## config.mk

```make
export PLATFORM = sky130hd
export DESIGN_NAME = text_cursor_controller_top
export DESIGN_NICKNAME = d
export VERILOG_FILES = /design/src/sv/tcc_pkg.sv /design/src/sv/tcc_regs.sv /design/src/sv/tcc_ctrl.sv /design/src/sv/tcc_dp.sv /design/src/sv/text_cursor_controller_top.sv
export VERILOG_INCLUDE_DIRS = /design/src /design/src/sv
export SDC_FILE = /design/constraint.sdc
export NUM_CORES = 1
export LEC_CHECK = 0
export BUFFER_PORTS_ARGS = -buffer_cell sky130_fd_sc_hd__buf_2
export CAP_MARGIN = 30
export CORE_MARGIN = 2
export CORE_UTILIZATION = 50
export CTS_CLUSTER_SIZE = 24
export DETAILED_ROUTE_END_ITERATION = 10
export PLACE_DENSITY = 0.7
export SETUP_SLACK_MARGIN = 0.1
export SYNTH_ARGS = -nofsm -noshare
export SYNTH_HDL_FRONTEND = slang
export SYNTH_HIERARCHICAL = 1
export SYNTH_SLANG_ARGS = --single-unit
```

## constraint.sdc

```tcl
create_clock -name clk_i -period 12.9 [get_ports clk_i]
set_clock_uncertainty 0.05 [all_clocks]
set_input_delay 1.935 -clock clk_i [delete_from_list [all_inputs] [get_ports clk_i]]
set_output_delay 1.935 -clock clk_i [all_outputs]
set_load 0.01 [all_outputs]
```

## src/sv/assert_macros.svh

```systemverilog
// Assertion macros shared by the cursor controller modules.
`ifndef ASSERT_MACROS_SVH
`define ASSERT_MACROS_SVH

// Same-cycle implication on clk_i, idle during reset.
`define ASSERT_CLK(label, ante, cons) \
  label: assert property (@(posedge clk_i) disable iff (!rst_ni) (ante) |-> (cons)) \
    else $error("cursor controller assertion failed");

// Next-cycle implication on clk_i, idle during reset.
`define ASSERT_CLK_NEXT(label, ante, cons) \
  label: assert property (@(posedge clk_i) disable iff (!rst_ni) (ante) |=> (cons)) \
    else $error("cursor controller assertion failed");

`endif

```

## src/sv/tcc_pkg.sv

```systemverilog
// Types, constants and codes of the text cursor controller.
`default_nettype none

package tcc_pkg;

  localparam int unsigned CELL_WIDTH  = 8;
  localparam int unsigned CELL_HEIGHT = 16;

  localparam int unsigned COORD_W  = 11;
  // Headroom for cursor + two line steps + one check step (below 4096).
  localparam int unsigned WORK_W   = COORD_W + 1;
  localparam int unsigned ZOOM_W   = 4;
  localparam int unsigned ZOOM_MAX = 2**ZOOM_W - 1;
  localparam int unsigned CW_W     = $clog2(CELL_WIDTH * ZOOM_MAX + 1);
  localparam int unsigned LH_W     = $clog2(CELL_HEIGHT * ZOOM_MAX + 1);
  localparam int unsigned CHAR_W   = 8;
  localparam int unsigned COL_W    = 8;
  localparam int unsigned ROW_W    = 7;
  localparam int unsigned LINES_W  = 8;
  localparam int unsigned NX_W     = CW_W + COL_W;
  localparam int unsigned NY_W     = LH_W + ROW_W;

  localparam int unsigned DIV_STEPS = COORD_W;
  localparam int unsigned DIV_CNT_W = $clog2(DIV_STEPS);

  localparam int unsigned APB_ADDR_W = 4;
  localparam int unsigned APB_DATA_W = 32;

  localparam logic [COORD_W-1:0] COORD_MAX      = '1;
  localparam logic [COORD_W-1:0] WIDTH_RESET    = COORD_W'(1024);
  localparam logic [COORD_W-1:0] HEIGHT_RESET   = COORD_W'(768);
  localparam logic [ZOOM_W-1:0]  ZOOM_RESET     = ZOOM_W'(2);
  localparam logic [CHAR_W-1:0]  CHAR_NEWLINE   = CHAR_W'(10);
  localparam logic [CHAR_W-1:0]  CHAR_BACKSPACE = CHAR_W'(8);
  localparam logic [CHAR_W-1:0]  CHAR_SPACE     = CHAR_W'(32);

  typedef enum logic [1:0] {
    FUNC_PUT   = 2'd0,
    FUNC_SET   = 2'd1,
    FUNC_CLEAR = 2'd2
  } func_e;

  typedef enum logic [1:0] {
    ACT_NONE  = 2'd0,
    ACT_GLYPH = 2'd1,
    ACT_ERASE = 2'd2,
    ACT_CLEAR = 2'd3
  } action_e;

  typedef enum logic [1:0] {
    REG_DISP_WIDTH  = 2'd0,
    REG_DISP_HEIGHT = 2'd1,
    REG_ZOOM        = 2'd2
  } reg_e;

  typedef struct packed {
    logic [1:0]        func;
    logic [CHAR_W-1:0] char_code;
    logic [COL_W-1:0]  column;
    logic [ROW_W-1:0]  row;
  } in_item_t;

  typedef struct packed {
    logic [1:0]         action;
    logic [CHAR_W-1:0]  glyph_code;
    logic [COORD_W-1:0] cell_x;
    logic [COORD_W-1:0] cell_y;
    logic               scroll;
    logic [LINES_W-1:0] scroll_lines;
  } out_item_t;

  typedef struct packed {
    logic [COORD_W-1:0] disp_width;
    logic [COORD_W-1:0] disp_height;
    logic [ZOOM_W-1:0]  zoom;
  } cfg_t;

  typedef struct packed {
    logic load;
    logic prep;
    logic div_start;
    logic div_step;
    logic commit;
  } ctrl_cmd_t;

  typedef struct packed {
    logic need_div;
    logic div_last;
    logic out_busy;
  } dp_status_t;

endpackage

`default_nettype wire

```

## src/sv/tcc_regs.sv

```systemverilog
// Configuration register file behind the APB-style port.
`default_nettype none

module tcc_regs
  import tcc_pkg::*;
(
  input  wire logic                  clk_i,
  input  wire logic                  rst_ni,
  input  wire logic                  psel,
  input  wire logic                  penable,
  input  wire logic                  pwrite,
  input  wire logic [APB_ADDR_W-1:0] paddr,
  input  wire logic [APB_DATA_W-1:0] pwdata,
  output logic      [APB_DATA_W-1:0] prdata,
  output cfg_t                       cfg_o
);

  cfg_t cfg_q, cfg_d;
  logic wr_en;

  assign wr_en = psel && penable && pwrite;

  always_comb begin
    cfg_d = cfg_q;
    if (wr_en) begin
      unique case (paddr[3:2])
        REG_DISP_WIDTH:  cfg_d.disp_width  = pwdata[COORD_W-1:0];
        REG_DISP_HEIGHT: cfg_d.disp_height = pwdata[COORD_W-1:0];
        REG_ZOOM:        cfg_d.zoom        = pwdata[ZOOM_W-1:0];
        default: ;
      endcase
    end
  end

  always_ff @(posedge clk_i or negedge rst_ni) begin
    if (!rst_ni) begin
      cfg_q.disp_width  <= WIDTH_RESET;
      cfg_q.disp_height <= HEIGHT_RESET;
      cfg_q.zoom        <= ZOOM_RESET;
    end else begin
      cfg_q <= cfg_d;
    end
  end

  always_comb begin
    unique case (paddr[3:2])
      REG_DISP_WIDTH:  prdata = APB_DATA_W'(cfg_q.disp_width);
      REG_DISP_HEIGHT: prdata = APB_DATA_W'(cfg_q.disp_height);
      REG_ZOOM:        prdata = APB_DATA_W'(cfg_q.zoom);
      default:         prdata = '0;
    endcase
  end

  assign cfg_o = cfg_q;

endmodule

`default_nettype wire

```

## src/sv/tcc_ctrl.sv

```systemverilog
// Sequencing state machine of the cursor controller.
`default_nettype none
`include "assert_macros.svh"

module tcc_ctrl
  import tcc_pkg::*;
(
  input  wire logic       clk_i,
  input  wire logic       rst_ni,
  input  wire logic       in_valid_i,
  output logic            in_ready_o,
  input  dp_status_t      sts_i,
  output ctrl_cmd_t       cmd_o
);

  typedef enum logic [1:0] {
    S_IDLE,
    S_PREP,
    S_DIV,
    S_DONE
  } state_e;

  state_e state_q, state_d;

  always_comb begin
    state_d = state_q;
    cmd_o   = '0;
    unique case (state_q)
      S_IDLE: begin
        if (in_valid_i) begin
          cmd_o.load = 1'b1;
          state_d    = S_PREP;
        end
      end
      S_PREP: begin
        cmd_o.prep = 1'b1;
        if (sts_i.need_div) begin
          cmd_o.div_start = 1'b1;
          state_d         = S_DIV;
        end else begin
          state_d = S_DONE;
        end
      end
      S_DIV: begin
        cmd_o.div_step = 1'b1;
        if (sts_i.div_last) begin
          state_d = S_DONE;
        end
      end
      S_DONE: begin
        // hold until the output register can take the item
        if (!sts_i.out_busy) begin
          cmd_o.commit = 1'b1;
          state_d      = S_IDLE;
        end
      end
      default: state_d = S_IDLE;
    endcase
  end

  always_ff @(posedge clk_i or negedge rst_ni) begin
    if (!rst_ni) begin
      state_q <= S_IDLE;
    end else begin
      state_q <= state_d;
    end
  end

  assign in_ready_o = (state_q == S_IDLE);

  `ASSERT_CLK_NEXT(a_accept_to_prep, in_valid_i && in_ready_o, state_q == S_PREP)
  `ASSERT_CLK_NEXT(a_div_to_done, state_q == S_DIV && sts_i.div_last, state_q == S_DONE)
  `ASSERT_CLK_NEXT(a_commit_to_idle, cmd_o.commit, state_q == S_IDLE)

endmodule

`default_nettype wire

```

## src/sv/tcc_dp.sv

```systemverilog
// Datapath: cursor registers, remainder divider, next-cursor logic, output register.
`default_nettype none
`include "assert_macros.svh"

module tcc_dp
  import tcc_pkg::*;
(
  input  wire logic       clk_i,
  input  wire logic       rst_ni,
  input  cfg_t            cfg_i,
  input  in_item_t        in_item_i,
  input  ctrl_cmd_t       cmd_i,
  output dp_status_t      sts_o,
  output logic            out_valid_o,
  input  wire logic       out_ready_i,
  output out_item_t       out_item_o
);

  in_item_t               item_q;
  logic [COORD_W-1:0]     cur_x_q, cur_y_q, cur_x_d, cur_y_d;
  logic [NX_W-1:0]        nx_q;
  logic [NY_W-1:0]        ny_q;
  logic [CW_W-1:0]        rem_q, rem_d;
  logic [COORD_W-1:0]     dvd_q;
  logic [DIV_CNT_W-1:0]   cnt_q;
  out_item_t              out_q, res;
  logic                   out_valid_q;

  logic [ZOOM_W-1:0]      z;
  logic [CW_W-1:0]        cw;
  logic [LH_W-1:0]        lh;
  logic [CW_W:0]          trial;
  logic                   out_busy;

  logic [WORK_W-1:0]      x0, y0, x1, y1, x2, y2, y3, cw_w, lh_w, sw_w, sh_w;

  assign z    = (cfg_i.zoom == '0) ? ZOOM_W'(1) : cfg_i.zoom;
  assign cw   = CW_W'(z * CELL_WIDTH);
  assign lh   = LH_W'(z * CELL_HEIGHT);
  assign cw_w = WORK_W'(cw);
  assign lh_w = WORK_W'(lh);
  assign sw_w = WORK_W'(cfg_i.disp_width);
  assign sh_w = WORK_W'(cfg_i.disp_height);
  assign x0   = WORK_W'(cur_x_q);
  assign y0   = WORK_W'(cur_y_q);

  // Backspace at line start needs display width mod cell width.
  assign sts_o.need_div = (item_q.func == FUNC_PUT) && (item_q.char_code == CHAR_BACKSPACE)
                          && (x0 == '0) && (y0 >= lh_w);
  assign sts_o.div_last = (cnt_q == DIV_CNT_W'(DIV_STEPS - 1));
  assign out_busy       = out_valid_q && !out_ready_i;
  assign sts_o.out_busy = out_busy;

  // Restoring remainder step, one dividend bit per cycle.
  assign trial = {rem_q, dvd_q[COORD_W-1]};
  assign rem_d = (trial >= (CW_W+1)'(cw)) ? CW_W'(trial - (CW_W+1)'(cw)) : trial[CW_W-1:0];

  always_ff @(posedge clk_i) begin
    if (cmd_i.load) begin
      item_q <= in_item_i;
    end
    if (cmd_i.prep) begin
      nx_q <= NX_W'(cw) * NX_W'(item_q.column);
      ny_q <= NY_W'(lh) * NY_W'(item_q.row);
    end
    if (cmd_i.div_start) begin
      rem_q <= '0;
      dvd_q <= cfg_i.disp_width;
      cnt_q <= '0;
    end else if (cmd_i.div_step) begin
      rem_q <= rem_d;
      dvd_q <= {dvd_q[COORD_W-2:0], 1'b0};
      cnt_q <= cnt_q + DIV_CNT_W'(1);
    end
    if (cmd_i.commit) begin
      out_q <= res;
    end
  end

  always_comb begin
    res     = '0;
    x1      = x0;
    y1      = y0;
    x2      = x0;
    y2      = y0;
    y3      = y0;
    cur_x_d = cur_x_q;
    cur_y_d = cur_y_q;
    unique case (item_q.func)
      FUNC_PUT: begin
        if (item_q.char_code == CHAR_NEWLINE) begin
          x1 = '0;
          y1 = y0 + lh_w;
        end else if (item_q.char_code == CHAR_BACKSPACE) begin
          if (x0 >= cw_w) begin
            x1             = x0 - cw_w;
            res.action     = ACT_ERASE;
            res.glyph_code = CHAR_SPACE;
            res.cell_x     = x1[COORD_W-1:0];
            res.cell_y     = y0[COORD_W-1:0];
          end else if (sts_o.need_div) begin
            // last whole cell of the line above: width - rem - cell width
            y1             = y0 - lh_w;
            x1             = (sw_w >= cw_w) ? sw_w - WORK_W'(rem_q) - cw_w : '0;
            res.action     = ACT_ERASE;
            res.glyph_code = CHAR_SPACE;
            res.cell_x     = x1[COORD_W-1:0];
            res.cell_y     = y1[COORD_W-1:0];
          end
        end else begin
          res.action     = ACT_GLYPH;
          res.glyph_code = item_q.char_code;
          res.cell_x     = cur_x_q;
          res.cell_y     = cur_y_q;
          x1             = x0 + cw_w;
        end
        x2 = x1;
        y2 = y1;
        if (x1 + cw_w > sw_w) begin
          x2 = '0;
          y2 = y1 + lh_w;
        end
        y3 = y2;
        if (y2 + lh_w > sh_w) begin
          res.scroll       = 1'b1;
          res.scroll_lines = (lh > LH_W'(2**LINES_W - 1)) ? '1 : lh[LINES_W-1:0];
          y3               = (y2 >= lh_w) ? y2 - lh_w : '0;
        end
        cur_x_d = (x2 > WORK_W'(COORD_MAX)) ? COORD_MAX : x2[COORD_W-1:0];
        cur_y_d = (y3 > WORK_W'(COORD_MAX)) ? COORD_MAX : y3[COORD_W-1:0];
      end
      FUNC_SET: begin
        cur_x_d = (nx_q > NX_W'(COORD_MAX)) ? COORD_MAX : nx_q[COORD_W-1:0];
        cur_y_d = (ny_q > NY_W'(COORD_MAX)) ? COORD_MAX : ny_q[COORD_W-1:0];
      end
      FUNC_CLEAR: begin
        res.action = ACT_CLEAR;
        cur_x_d    = '0;
        cur_y_d    = '0;
      end
      default: ;
    endcase
  end

  always_ff @(posedge clk_i or negedge rst_ni) begin
    if (!rst_ni) begin
      cur_x_q     <= '0;
      cur_y_q     <= '0;
      out_valid_q <= 1'b0;
    end else begin
      if (cmd_i.commit) begin
        cur_x_q     <= cur_x_d;
        cur_y_q     <= cur_y_d;
        out_valid_q <= 1'b1;
      end else if (out_ready_i) begin
        out_valid_q <= 1'b0;
      end
    end
  end

  assign out_valid_o = out_valid_q;
  assign out_item_o  = out_q;

  `ASSERT_CLK(a_commit_when_free, cmd_i.commit, !out_busy)
  `ASSERT_CLK_NEXT(a_commit_shows_item, cmd_i.commit, out_valid_q)
  `ASSERT_CLK(a_div_only_when_needed, cmd_i.div_start, sts_o.need_div)

endmodule

`default_nettype wire

```

## src/sv/text_cursor_controller_top.sv

```systemverilog
// Text console cursor controller: one draw command per input command.
//
// Input channel (in_valid_i/in_ready_o, in_item_i) takes commands: put
// character, set cursor, clear screen. Output channel (out_valid_o/out_ready_i,
// out_item_o) gives exactly one draw command and scroll request per command.
// Display width, height and zoom are written over the APB-style port; the user
// must write them only while the block is idle; the block does not enforce it.
// pready is always high and reads return the register value.
//
// Each command is loaded, prepared and committed to the output register; for a
// backspace at line start an 11-step serial remainder unit first works out the
// last whole cell of the line above. The next command waits for the commit.
//
// Reset clears the cursor to 0,0, loads width 1024, height 768, zoom 2 and
// empties the output register. While the receiver stalls, the result is held;
// one further command is accepted and worked up to its final step, where it
// waits until the output register frees.
`default_nettype none

module text_cursor_controller_top
  import tcc_pkg::*;
(
  input  wire logic                  clk_i,
  input  wire logic                  rst_ni,
  input  wire logic                  in_valid_i,
  output logic                       in_ready_o,
  input  in_item_t                   in_item_i,
  output logic                       out_valid_o,
  input  wire logic                  out_ready_i,
  output out_item_t                  out_item_o,
  input  wire logic                  psel,
  input  wire logic                  penable,
  input  wire logic                  pwrite,
  input  wire logic [APB_ADDR_W-1:0] paddr,
  input  wire logic [APB_DATA_W-1:0] pwdata,
  output logic      [APB_DATA_W-1:0] prdata,
  output logic                       pready
);

  cfg_t       cfg;
  ctrl_cmd_t  cmd;
  dp_status_t sts;

  assign pready = 1'b1;

  tcc_regs u_regs (
    .clk_i   (clk_i),
    .rst_ni  (rst_ni),
    .psel    (psel),
    .penable (penable),
    .pwrite  (pwrite),
    .paddr   (paddr),
    .pwdata  (pwdata),
    .prdata  (prdata),
    .cfg_o   (cfg)
  );

  tcc_ctrl u_ctrl (
    .clk_i      (clk_i),
    .rst_ni     (rst_ni),
    .in_valid_i (in_valid_i),
    .in_ready_o (in_ready_o),
    .sts_i      (sts),
    .cmd_o      (cmd)
  );

  tcc_dp u_dp (
    .clk_i       (clk_i),
    .rst_ni      (rst_ni),
    .cfg_i       (cfg),
    .in_item_i   (in_item_i),
    .cmd_i       (cmd),
    .sts_o       (sts),
    .out_valid_o (out_valid_o),
    .out_ready_i (out_ready_i),
    .out_item_o  (out_item_o)
  );

endmodule

`default_nettype wire

```

## After elaboration in Yosys (flattened, before gate mapping)

Cells that the tools add are included.

- Register bits: 162
- Input port bits: 68
- Output and inout bits: 76
- Word-level logic and storage cells: 134

- Add/subtract/negate cells: 12
- Multiply operators: 2
- Order comparisons: 12
- Equality and inequality tests: 13
- Muxes and demuxes: 50
- Bitwise operators: 1
- Reductions and logical operators: 22

Operators by type and width:

| operator | count |
|---|---|
| 12-bit 2-to-1 mux | 18 |
| 32-bit 2-to-1 mux | 4 |
| 11-bit case mux with 3 select lines | 3 |
| 11-bit 2-to-1 mux | 6 |
| 15-bit by 11-bit greater-than comparator with 1-bit output, second input constant | 2 |
| 12-bit by 8-bit adder with 12-bit output | 2 |
| 12-bit by 11-bit greater-than comparator with 1-bit output | 2 |
| 12-bit by 11-bit greater-than comparator with 1-bit output, second input constant | 2 |
| 11-bit by 7-bit subtractor with 12-bit output | 2 |
| 11-bit by 7-bit >= comparator with 1-bit output | 2 |
| 8-bit by 4-bit == test with 1-bit output, second input constant | 2 |
| 11-bit by 7-bit adder with 12-bit output | 1 |
| 11-bit by 8-bit adder with 12-bit output | 1 |
| 12-bit by 7-bit adder with 12-bit output | 1 |
| 12-bit by 8-bit >= comparator with 1-bit output | 1 |
| 12-bit logical NOT | 1 |
| 4-bit by 8-bit multiplier with 12-bit output | 1 |
| 11-bit by 8-bit subtractor with 12-bit output | 1 |
| 12-bit by 7-bit subtractor with 12-bit output | 1 |
| 12-bit by 8-bit subtractor with 12-bit output | 1 |
| 11-bit by 8-bit >= comparator with 1-bit output | 1 |
| 4-bit by 7-bit multiplier with 11-bit output | 1 |
| 2-bit AND reduction | 5 |
| 1-bit 2-to-1 mux | 9 |
| 24 further kinds | 42 |

## Depth between registers and ports, before layout

- Word-level depth: 20
- Depth in mapped cells: 48
- Mapped depth without buffers: 45

## Hierarchy

The synthesis kept the hierarchy.

Modules (own cells, without submodules):

| module | times used | cells each | area each (um^2) | seq. area each (um^2) |
|---|---|---|---|---|
| tcc_dp | 1 | 1086 | 10664.0 | 3678.5 |
| tcc_regs | 1 | 110 | 1388.8 | 655.6 |
| tcc_ctrl | 1 | 20 | 198.9 | 50.0 |
| text_cursor_controller_top | 1 | 2 | 11.3 | 0.0 |

## Least setup slack after synthesis

OpenSTA, ideal clock, no wires.

- Path kind: register to register
- From: register u_regs.cfg_q (netlist bit u_regs/cfg_o[2])
- To: register u_dp.cur_y_q[10]
- Setup time: 0.124 ns
- Arrival: 9.476 ns
- Path slack: 3.250 ns
- Cell stages (with the launch flop): 45
- Path buffers: 3
- Path through: dfrtp_1 -> clkbuf_1 -> inv_1 -> a31o_2 -> clkbuf_1 -> ha_1 -> inv_1 -> fa_1 -> a21o_1 -> a2111oi_2 -> a21o_4 -> nor3_1 -> buf_2 -> a221o_1 -> a21oi_1 -> nor2_1 -> ha_1 -> a21o_1 -> [9 not listed] -> o31ai_1 -> nand2_1 -> a21oi_2 -> nor2_1 -> mux2i_1 -> inv_1 -> fa_1 -> o21bai_1 -> a21oi_1 -> o21bai_1 -> xor2_1 -> ha_1 -> nand3_1 -> o31a_1 -> nor4_1 -> and3b_1 -> nor3b_1 -> o31a_1

- Word-level cells in the longest chain between the ends: 20
- Elaborated cells between the ends (all ways): 37
- Classes of those cells: 9 x add/sub; 7 x order compare; 19 x mux; 2 x reduce/logical

RTL lines:

| element | line | source |
|---|---|---|
| from (decl) | tcc_regs.sv:18 | `cfg_t cfg_q, cfg_d;` |
| from (signal assigned) | tcc_regs.sv:41 | `cfg_q <= cfg_d;` |
| 4-bit logical NOT (*) | tcc_dp.sv:37 | `assign z = (cfg_i.zoom == '0) ? ZOOM_W'(1) : cfg_i.zoom;` |
| 4-bit 2-to-1 mux (*) | tcc_dp.sv:37 |  |
| named net u_dp.cw[3] | tcc_dp.sv:30 | `logic [CW_W-1:0] cw;` |
| 12-bit by 7-bit subtractor with 12-bit output (tied with other cells) | tcc_dp.sv:104 | `x1 = (sw_w >= cw_w) ? sw_w - WORK_W'(rem_q) - cw_w : '0;` |
| 12-bit 2-to-1 mux / 1-bit logical AND (equally long branches) | tcc_dp.sv:104, tcc_dp.sv:49 |  |
| 12-bit 2-to-1 mux | tcc_dp.sv:101 | `end else if (sts_o.need_div) begin` |
| 12-bit 2-to-1 mux | tcc_dp.sv:95 | `if (x0 >= cw_w) begin` |
| 12-bit 2-to-1 mux | tcc_dp.sv:94 | `end else if (item_q.char_code == CHAR_BACKSPACE) begin` |
| [5 not listed] | - |  |
| 12-bit 2-to-1 mux | tcc_dp.sv:89 | `unique case (item_q.func)` |
| 12-bit by 8-bit adder with 12-bit output (tied with other cells) | tcc_dp.sv:124 | `if (y2 + lh_w > sh_w) begin` |
| 12-bit by 11-bit greater-than comparator with 1-bit output / 12-bit 2-to-1 mux (equally long branches) | tcc_dp.sv:124, tcc_dp.sv:127 |  |
| 12-bit 2-to-1 mux (*) | tcc_dp.sv:124 |  |
| 12-bit 2-to-1 mux (*) | tcc_dp.sv:89 |  |
| 12-bit by 11-bit greater-than comparator with 1-bit output | tcc_dp.sv:130 | `cur_y_d = (y3 > WORK_W'(COORD_MAX)) ? COORD_MAX : y3[COORD_W-1:0];` |
| 11-bit 2-to-1 mux (*) | tcc_dp.sv:130 |  |
| 11-bit case mux with 3 select lines (*) | tcc_dp.sv:89 |  |
| to (signal assigned) | tcc_dp.sv:153 | `cur_y_q <= cur_y_d;` |
| to (decl) | tcc_dp.sv:20 | `logic [COORD_W-1:0] cur_x_q, cur_y_q, cur_x_d, cur_y_d;` |

Mark *: on every way through the listed nets, which the timed path passes. The rest lies on a longest branch. The select of a mux whose other input is x is not followed.
A chain may end at the register's enable or synchronous reset.

==> results.md <==
* Status: finished clean
* First DRT Iteration DRCs at 694
* Clock-pin slew on the worst setup and hold paths at around 0.07 ns
* CTS root buffer: clkbuf_16
* First drt pass iteration count at 7
* Lkg Pwr at between 6 and 7 nW
* DP Worst Slack at between 2 and 3 ns
* Largest net degree at the start of global routing at 52
* Die width at roughly 160 um
* Worst-margin pin slew at ~1.0 ns
* Vias in the first global route at 9,018
* Placed Cells at 1,601
* Chip height at approximately 160 um
* Die area at 25,800 sq um
* Flops & latches, synth at around 160
* Final wirelength at roughly 30 mm
* Max Cap Viol at 0
* All-Layer GR Usage at about a quarter
* Dpl hpwl at approximately 22 mm
* GPL Wtd Cong at around 0.96
* Final ANT Viol Nets at 0
* Library cells used by synthesis at 93
* Slack of the critical path at about 2.3 ns
* H-tree levels at 4
* CTS tree: done
* Via Count at 9,270
* Final Hold Violating Endpoints at 0
* Most frequent cells in the layout: ha_1, edfxtp_1, inv_1
* RSZ-0062 raised after global routing: no
* Synth async-reset ratio at between 30 and 40%
* CP max stage delay at 0.70 ns
* VDD IR-drop max at between 0.15 and 0.2 mV
* Post-cts resize count at 0
* Clock tree buffer depth at 2
* CTS Buf Count at 17
* Vias per Instance at 5.67
* Initial antenna violation count at 0
* Worst EP arrival at about 11 ns
* Row count at 57
* Avg WL per Cell at roughly 18 um
* Worst hold path class: flip-flop to flip-flop
* Post-synth top flop: edfxtp_1
* Critical path type: flip-flop to flip-flop
* Slowest CP cell: a2111oi_2
* Initial core utilization at ~51%
* Max Freq at approximately 94 MHz
* Yosys warnings at 6
* Kind of start point of the critical path: flip-flop
* Post-synth EDFFs at 96
* Power Density at 287 nW/um^2
* Cells after Synth at approximately 1.2k
* PortBufs at between 90 and 100
* Final Cycle Share at roughly 82%
* # Post-CTS Setup Buffers at 0
* Sequential cell area at between 4000 and 5000 sq um
* CTS Sinks at about 160
* Number of inserted diodes at 0
* Share of cells above drive strength 1 at 16.5%
* Hold-fix buffers at CTS at 0
* Max-slew violation count at 0
* Clk_lat worst skew at 0.44 ns
* Aggregate global routing overflow at 0
* Relative slew margins at between 30% and 40%
* Area Growth Syn to Fin at 10.5%
* Fillers at around 2.1k
* Commonest non-fill, non-tap cell in the layout: ha_1
* Crit path buf inv count at 3
* Worst setup EP type: flip-flop
* Delay-heaviest family, CP: compound AO/OA/AOI/OAI gates
* CP most frequent cell: nor2_1
* Crit Path Max Fanout at 9
* Syn Area/Cell at a little over 10 sq um
* Final non-filler cell total at between 1.5k and 2k
* First-pass GRT wire length at around 47 mm
* Nets at approximately 1.5k
* Final setup fails at 0
* Core footprint at 24,200 sq um
* Mapped cell area at approximately 12,000 sq um
* # IOs at roughly 140
* Final Critical Period at about 11 ns
* Drt drc at 0
* Post-route setup TNS at 0 ns
* Area of the multi-input gates at approximately 7200 sq um
* Sequential area share after synthesis at 35.8%
* CP Data Required Time at 13.15 ns
[cells in the mapped netlist (all sizes together) (5+ instances only)]
cell / count / area [sq um]
ha: 116 / 1450
edfxtp: 96 / 2880
inv: 95 / 357
nor2: 87 / 327
a21oi: 81 / 420
nand2: 81 / 312
and2: 51 / 320
o21ai: 51 / 255
dfrtp: 47 / 1180
mux2: 40 / 492
buf: 37 / 273
fa: 36 / 721
xnor2: 36 / 315
clkbuf: 33 / 125
mux2i: 26 / 260
nor2b: 23 / 144
xor2: 23 / 209
a21o: 20 / 158
nand3: 16 / 95.1
nor3: 16 / 96.4
o21bai: 15 / 113
a31oi: 14 / 87.6
nand2b: 12 / 75.1
a211oi: 11 / 87.6
and3: 11 / 73.8
dfxtp: 11 / 220
o21a: 11 / 82.6
nand4: 10 / 68.8
a2111oi: 5 / 75.1
a221oi: 5 / 43.8
a22oi: 5 / 37.5
nor4: 5 / 46.3
o211a: 5 / 50.1
o31a: 5 / 43.8
or2: 5 / 31.3
or3: 5 / 31.3
[where the power goes]
| part | internal, mW | leakage [nW] | switching (mW) |
|---|---|---|---|
| Sequential | 0.779 | 1.61 | 0.168 |
| Clock | 0.293 | 0.298 | 0.233 |
| Combinational | 1.01 | 4.17 | 1.42 |
[worst register-to-register path: cells and delay by family (launching register included)]
family / cells / cell delay, ns
AO/OA/AOI/OAI: 17 / 3.99
AND/OR/NAND/NOR: 11 / 2.52
adder cells (fa/ha/maj): 6 / 1.97
multiplexers: 2 / 0.81
buffers and inverters: 3 / 0.55
flip-flops: 1 / 0.38
XOR/XNOR: 2 / 0.22
[area by class of cell]
cell class	count	share of cell area, %
inverter	95	2.63
sequential	158	32.3
multi-input combinational	918	53.3
tap	324	2.99
timing repair buffer	107	4.32
clock inverter	15	1.31
clock buffer	17	3.14
[stage by stage]
| step | hold WS, ns | utilization, % | power, mW | area, sq um |
|---|---|---|---|---|
| global placement | 0.439 | 53.4 | 3.25 | 12900 |
| global route | 0.507 | 56.1 | 4.24 | 13600 |
| CTS | 0.473 | 56.0 | 3.88 | 13500 |
| floorplan | 0.422 | - | 2.73 | 12300 |
| finish | 0.473 | 56.1 | 3.89 | 13600 |
| detailed placement | 0.464 | 53.5 | 3.33 | 12900 |
[cell families (layout without fill, tap and decap cells)]
group | after synthesis | count (layout) | synth area share, %
mux | 66 | 66 | 6.13
compound gates | 265 | 265 | 14.6
flops | 158 | 158 | 35.8
fa+ha+maj | 152 | 152 | 17.7
xor+xnor | 59 | 59 | 4.28
other cells | 3 | 26 | 0.0918
buf+inv | 165 | 234 | 6.15
simple gates | 350 | 350 | 15.3
[state kept, by name, summed over array words and instances, names as in the netlist, 4 cells and up]
register and cells:
u_dp/dvd_q 11, u_dp/cnt_q 4, u_regs/cfg_o 26, u_dp/cur_x_q 11, u_dp/rem_q 7, u_dp/out_item_o 37
u_dp/item_q 25, u_dp/ny_q 11, u_dp/nx_q 12, u_dp/cur_y_q 11
[routing by layer]
metal | global-route usage, % | vias up | wire length [um]
li1 | - | 4437 | -
met5 | 0 | - | 0
met4 | 8.52 | 0 | 802
met1 | 30.4 | 4446 | 13000
met2 | 39.5 | 330 | 14300
met3 | 4.11 | 57 | 1900
[path summary, 6_finish.rpt]
path | from | endpoint | slack [ns] | cells past startpoint
worst min register to register | u_dp/cnt_q[1]$_SDFFE_PP0P_ | u_dp/cnt_q[1]$_SDFFE_PP0P_ | 0.47 | 2
worst max register to register | u_regs/cfg_o[2]$_DFFE_PN0P_ | u_dp/cur_y_q[7]$_DFFE_PN0P_ | 2.28 | 41
min in group asynchronous | rst_ni | u_regs/cfg_o[24]$_DFFE_PN0P_ | 1.58 | 2
worst max-delay path | u_regs/cfg_o[2]$_DFFE_PN0P_ | u_dp/cur_y_q[7]$_DFFE_PN0P_ | 2.28 | 41
worst min-delay path | u_dp/cnt_q[1]$_SDFFE_PP0P_ | u_dp/cnt_q[1]$_SDFFE_PP0P_ | 0.47 | 2
max in group asynchronous | rst_ni | u_dp/cur_x_q[8]$_DFFE_PN0P_ | 10.72 | 2
No activity file was read; power rests on OpenSTA's default activity.
